## config.mk

```make
export PLATFORM = sky130hd
export DESIGN_NAME = tcw_ctrl
export DESIGN_NICKNAME = d
export VERILOG_FILES = /design/src/rtl/tcw_pkg.sv /design/src/rtl/tcw_ctrl.sv
export SDC_FILE = /design/constraint.sdc
export NUM_CORES = 1
export LEC_CHECK = 0
export BUFFER_PORTS_ARGS = -buffer_cell sky130_fd_sc_hd__buf_2
export CAP_MARGIN = 40
export CORE_AREA = 2 2 39 41
export CTS_CLUSTER_SIZE = 12
export DETAILED_ROUTE_END_ITERATION = 12
export DIE_AREA = 0 0 41 43
export SLEW_MARGIN = 10
export SYNTH_ARGS = -nofsm -noshare
export SYNTH_HDL_FRONTEND = slang
export SYNTH_SLANG_ARGS = --single-unit
```

## constraint.sdc

```tcl
create_clock -name clk_i -period 2.5 [get_ports clk_i]
set_input_delay 0 -clock clk_i [delete_from_list [all_inputs] [get_ports clk_i]]
set_output_delay 0 -clock clk_i [all_outputs]
set_load 0.01 [all_outputs]
```

## src/rtl/tcw_pkg.sv

```systemverilog
package tcw_pkg;

  // Default grid geometry.
  localparam int unsigned ROWS_DEF = 24;
  localparam int unsigned COLS_DEF = 80;

  // Field widths fixed by the stream and register formats.
  localparam int unsigned OPCODE_W = 2;
  localparam int unsigned CHAR_W   = 8;
  localparam int unsigned ROW_W    = 5;
  localparam int unsigned COL_W    = 7;
  localparam int unsigned SCROLL_W = 5;
  localparam int unsigned TDATA_W  = 24;

  localparam logic [SCROLL_W-1:0] SCROLL_RESET = SCROLL_W'(10);

  localparam logic [CHAR_W-1:0] NEWLINE_CODE = CHAR_W'(10);
  localparam logic [CHAR_W-1:0] SPACE_CODE   = CHAR_W'(32);

  // Item opcodes carried in tuser.
  localparam logic [OPCODE_W-1:0] OP_PUT   = 2'd0;
  localparam logic [OPCODE_W-1:0] OP_READ  = 2'd1;
  localparam logic [OPCODE_W-1:0] OP_CLEAR = 2'd2;

  // Commands from the controller to the datapath.
  typedef struct packed {
    logic take;      // an item is accepted this cycle
    logic put;       // store the character and move the cursor
    logic read;      // read the addressed cell
    logic ptr_clr;   // restart the sweep pointer at cell 0
    logic copy_rd;   // read the source cell of a scroll copy
    logic copy_wr;   // write the copied cell and advance
    logic fill;      // write a space and advance
    logic zero;      // write a zero and advance
    logic load_out;  // load the result register
  } cmd_t;

  // Status from the datapath to the controller.
  typedef struct packed {
    logic wrap;        // the put in flight pushes the cursor past the last row
    logic copy_empty;  // the scroll moves no rows
    logic copy_last;   // the pointer is on the last copied cell
    logic sweep_last;  // the pointer is on the last cell of the grid
    logic out_free;    // the result register can take a new result
  } sts_t;

endpackage

```

## src/rtl/tcw_ctrl.sv

```systemverilog
module tcw_ctrl
  import tcw_pkg::*;
(
  input  logic                clk_i,
  input  logic                rst_ni,
  input  logic                in_valid_i,
  input  logic [OPCODE_W-1:0] opcode_i,
  input  sts_t                sts_i,
  output logic                in_ready_o,
  output cmd_t                cmd_o
);

  typedef enum logic [2:0] {
    ST_INIT,
    ST_IDLE,
    ST_COPY_RD,
    ST_COPY_WR,
    ST_FILL,
    ST_CLEAR,
    ST_RESP
  } state_e;

  state_e state_q, state_d;
  logic   accept;

  assign in_ready_o = (state_q == ST_IDLE);
  assign accept     = in_ready_o && in_valid_i;

  always_comb begin
    state_d = state_q;
    cmd_o   = '0;
    case (state_q)
      ST_INIT: begin
        cmd_o.zero = 1'b1;
        if (sts_i.sweep_last) begin
          state_d = ST_IDLE;
        end
      end
      ST_IDLE: begin
        if (accept) begin
          cmd_o.take    = 1'b1;
          cmd_o.ptr_clr = 1'b1;
          case (opcode_i)
            OP_PUT: begin
              cmd_o.put = 1'b1;
              if (!sts_i.wrap) begin
                state_d = ST_RESP;
              end else if (sts_i.copy_empty) begin
                state_d = ST_FILL;
              end else begin
                state_d = ST_COPY_RD;
              end
            end
            OP_READ: begin
              cmd_o.read = 1'b1;
              state_d    = ST_RESP;
            end
            OP_CLEAR: begin
              state_d = ST_CLEAR;
            end
            default: begin
              state_d = ST_RESP;
            end
          endcase
        end
      end
      ST_COPY_RD: begin
        cmd_o.copy_rd = 1'b1;
        state_d       = ST_COPY_WR;
      end
      ST_COPY_WR: begin
        cmd_o.copy_wr = 1'b1;
        state_d       = sts_i.copy_last ? ST_FILL : ST_COPY_RD;
      end
      ST_FILL: begin
        cmd_o.fill = 1'b1;
        if (sts_i.sweep_last) begin
          state_d = ST_RESP;
        end
      end
      ST_CLEAR: begin
        cmd_o.zero = 1'b1;
        if (sts_i.sweep_last) begin
          state_d = ST_RESP;
        end
      end
      ST_RESP: begin
        if (sts_i.out_free) begin
          cmd_o.load_out = 1'b1;
          state_d        = ST_IDLE;
        end
      end
      default: begin
        state_d = ST_IDLE;
      end
    endcase
  end

  always_ff @(posedge clk_i or negedge rst_ni) begin
    if (!rst_ni) begin
      state_q <= ST_INIT;
    end else begin
      state_q <= state_d;
    end
  end

endmodule

```

==> results_dict.tcl <==
set metrics [dict create \
    insertedDiodeCount 0 \
    critPathArrivalTime_ns 1.59 \
    power_density_nw_per_um2 1110 \
    gp_congestion 0.705 \
    vias 404 \
    synth_cells 45 \
    hpwl_um 707 \
    cap_violations 0 \
    min_path_type "in2async" \
    netlist_area_um2 345 \
    path_buf_inv 2 \
    antenna_left 0 \
    path_cells "or3b_4 -> clkinv_2 -> nand2_2 -> nor3b_2 -> buf_2" \
    crit_family "simple AND/OR/NAND/NOR gates" \
    area_growth_pct 37.3 \
    numCtsBuffers 3 \
    skew_ns 0.00499 \
    grt_start_max_net_pins 14 \
    worstMarginPinSlew_ns 0.336 \
    cts_setup_buffers 0 \
    wl_um 884 \
    grt_pass1_wl_um 1310 \
    io_buffers 19 \
    rows 14 \
    finalHoldViolCount 0 \
    gr-total-overflow 0 \
    drtIter0Drc 8 \
    rsz0062_at_grt "false" \
    cts_tree "built" \
    die_area_um2 1760 \
    relSlewSlack 0.776 \
    crit_required_ns 2.50 \
    antenna_found_initial 0 \
    drc 0 \
    die_w_um 41 \
    cp_max_fo 11 \
    clock_sink_count 3 \
    synth_cell_type_count 30 \
    num_io_pins 20 \
    drive_gt1_frac 0.446 \
    core_um2 1380 \
    grt_use_total 0.112 \
    crit_type "reg2out" \
    min_period_ns 1.59 \
    synthFlopType "dfrtp_1" \
    yosysWarnings 0 \
    tns_ns 0 \
    setup_viol 0 \
    crit_path_end_kind "output pin" \
    synth_nets 55 \
    viasPerCell 4.99 \
    vdd_drop_max_uv 473 \
    clock_path_buffers 2 \
    finalNonFillerCells 81 \
    slew_viol_final 0 \
    post-route-period-util 0.636 \
    dpl.cell_count 76 \
    rr_startpoint "state_q[0]" \
    cp_slowest_cell "dfrtp_1" \
    cts_hold_buf 1 \
    regMostFlops "state_q" \
    cp-start-kind "flip-flop" \
    reg.largest.list "state_q (3)" \
    seq_area_frac_synth 0.217 \
    clk_latency_ns 0.23 \
    fmax_ghz 0.629 \
    cp_slowest_stage_delay_ns 0.50 \
    htree_num_levels 1 \
    grt_pass1_vias 330 \
    status "finished clean" \
    path_clk_slew_ns 0.04 \
    nNetsFinal 76 \
    cp-startpoint "state_q[0]" \
    synth-edff-count 0 \
    routedWlPerCell_um 10.9 \
    dr.pass1.iters 4 \
    ys_ff_latch 3 \
    ctsResizeCount 0 \
    p_leak_uw 0.000242 \
    die_h_um 43 \
    async_reset_ff_frac 1.00 \
    start_util 0.250 \
    largest_reg_flops 3 \
    root_buffer "clkbuf_4" \
    synth.avg_cell_area_um2 7.67 \
]
[power by group]
group	leakage [µW]	switching [µW]	internal, µW
clock network	0.0000150	24.3	59.8
registers	0.0000365	63.3	72.9
logic	0.000190	147	158
total	0.000242	235	291
[final cells by class]
type	count	area, µm²
inverter	2	8.76
tap	16	20.0
multi-input combinational	36	239
clock buffer	4	26.3
fill	154	910
sequential	3	75.1
timing repair buffer	20	105
[cells in the final DEF (no fill, tap or decap), drive strengths merged, types with 2 or more instances in the layout]
master,instances
nor2b,3
buf,19
nor3,2
nor2,4
o21ai,2
a21oi,2
dfrtp,3
nand2,4
clkbuf,4
nand2b,3
a22oi,2
[kinds of logic (layout without fill, tap and decap cells)]
family,Yosys count,in the layout,share of synthesized area
AO/OA/AOI/OAI,12,12,0.268
buffers and inverters,6,26,0.0906
flip-flops,3,3,0.217
AND/OR/NAND/NOR,24,24,0.424
[worst paths after layout]
path / to / slack [ns] / cells after the start
worst max-delay path: cmd_o[6] / 0.91 / 5
worst min-delay path: state_q[2] / 0.09 / 2
worst max register to register: state_q[1] / 1.14 / 4
worst min register to register: state_q[1] / 0.71 / 2
max in group asynchronous: state_q[1] / 2.30 / 2
min in group clk_i: state_q[0] / 0.12 / 3
[metrics by stage]
| stage | hold slack, ns | instance area (µm²) | utilization | setup slack (ns) | power, µW |
|---|---|---|---|---|---|
| 6_report | 0.0913 | 474 | 0.343 | 0.909 | 526 |
| 5_1_grt | 0.0962 | 474 | 0.343 | 0.762 | 584 |
| 4_1_cts | 0.0851 | 474 | 0.343 | 0.891 | 535 |
| 3_5_place_dp | -0.203 | 438 | 0.316 | 1.11 | 446 |
| 3_3_place_gp | -0.201 | 438 | 0.316 | 1.13 | 440 |
| 2_1_floorplan | -0.296 | 345 | - | 1.31 | 368 |
[Yosys cell counts, drive strengths merged (2+ instances only)]
master / number / area (µm²)
dfrtp: 3 / 75.1
nor2: 4 / 15.0
nor2b: 3 / 18.8
a22oi: 2 / 15.0
buf: 4 / 22.5
nor3: 2 / 10.0
nand2: 4 / 17.5
o21ai: 2 / 13.8
nand2b: 3 / 21.3
a21oi: 2 / 10.0
[layer usage]
layer  vias to the layer above  GRT usage  share of wire
met5                         -          0              0
met4                         0     0.0800              0
met3                         0     0.0314           0.11
met2                        26      0.156           0.47
met1                       177      0.140           0.42
li1                        201          -              -
No activity file was read; power rests on OpenSTA's default activity.
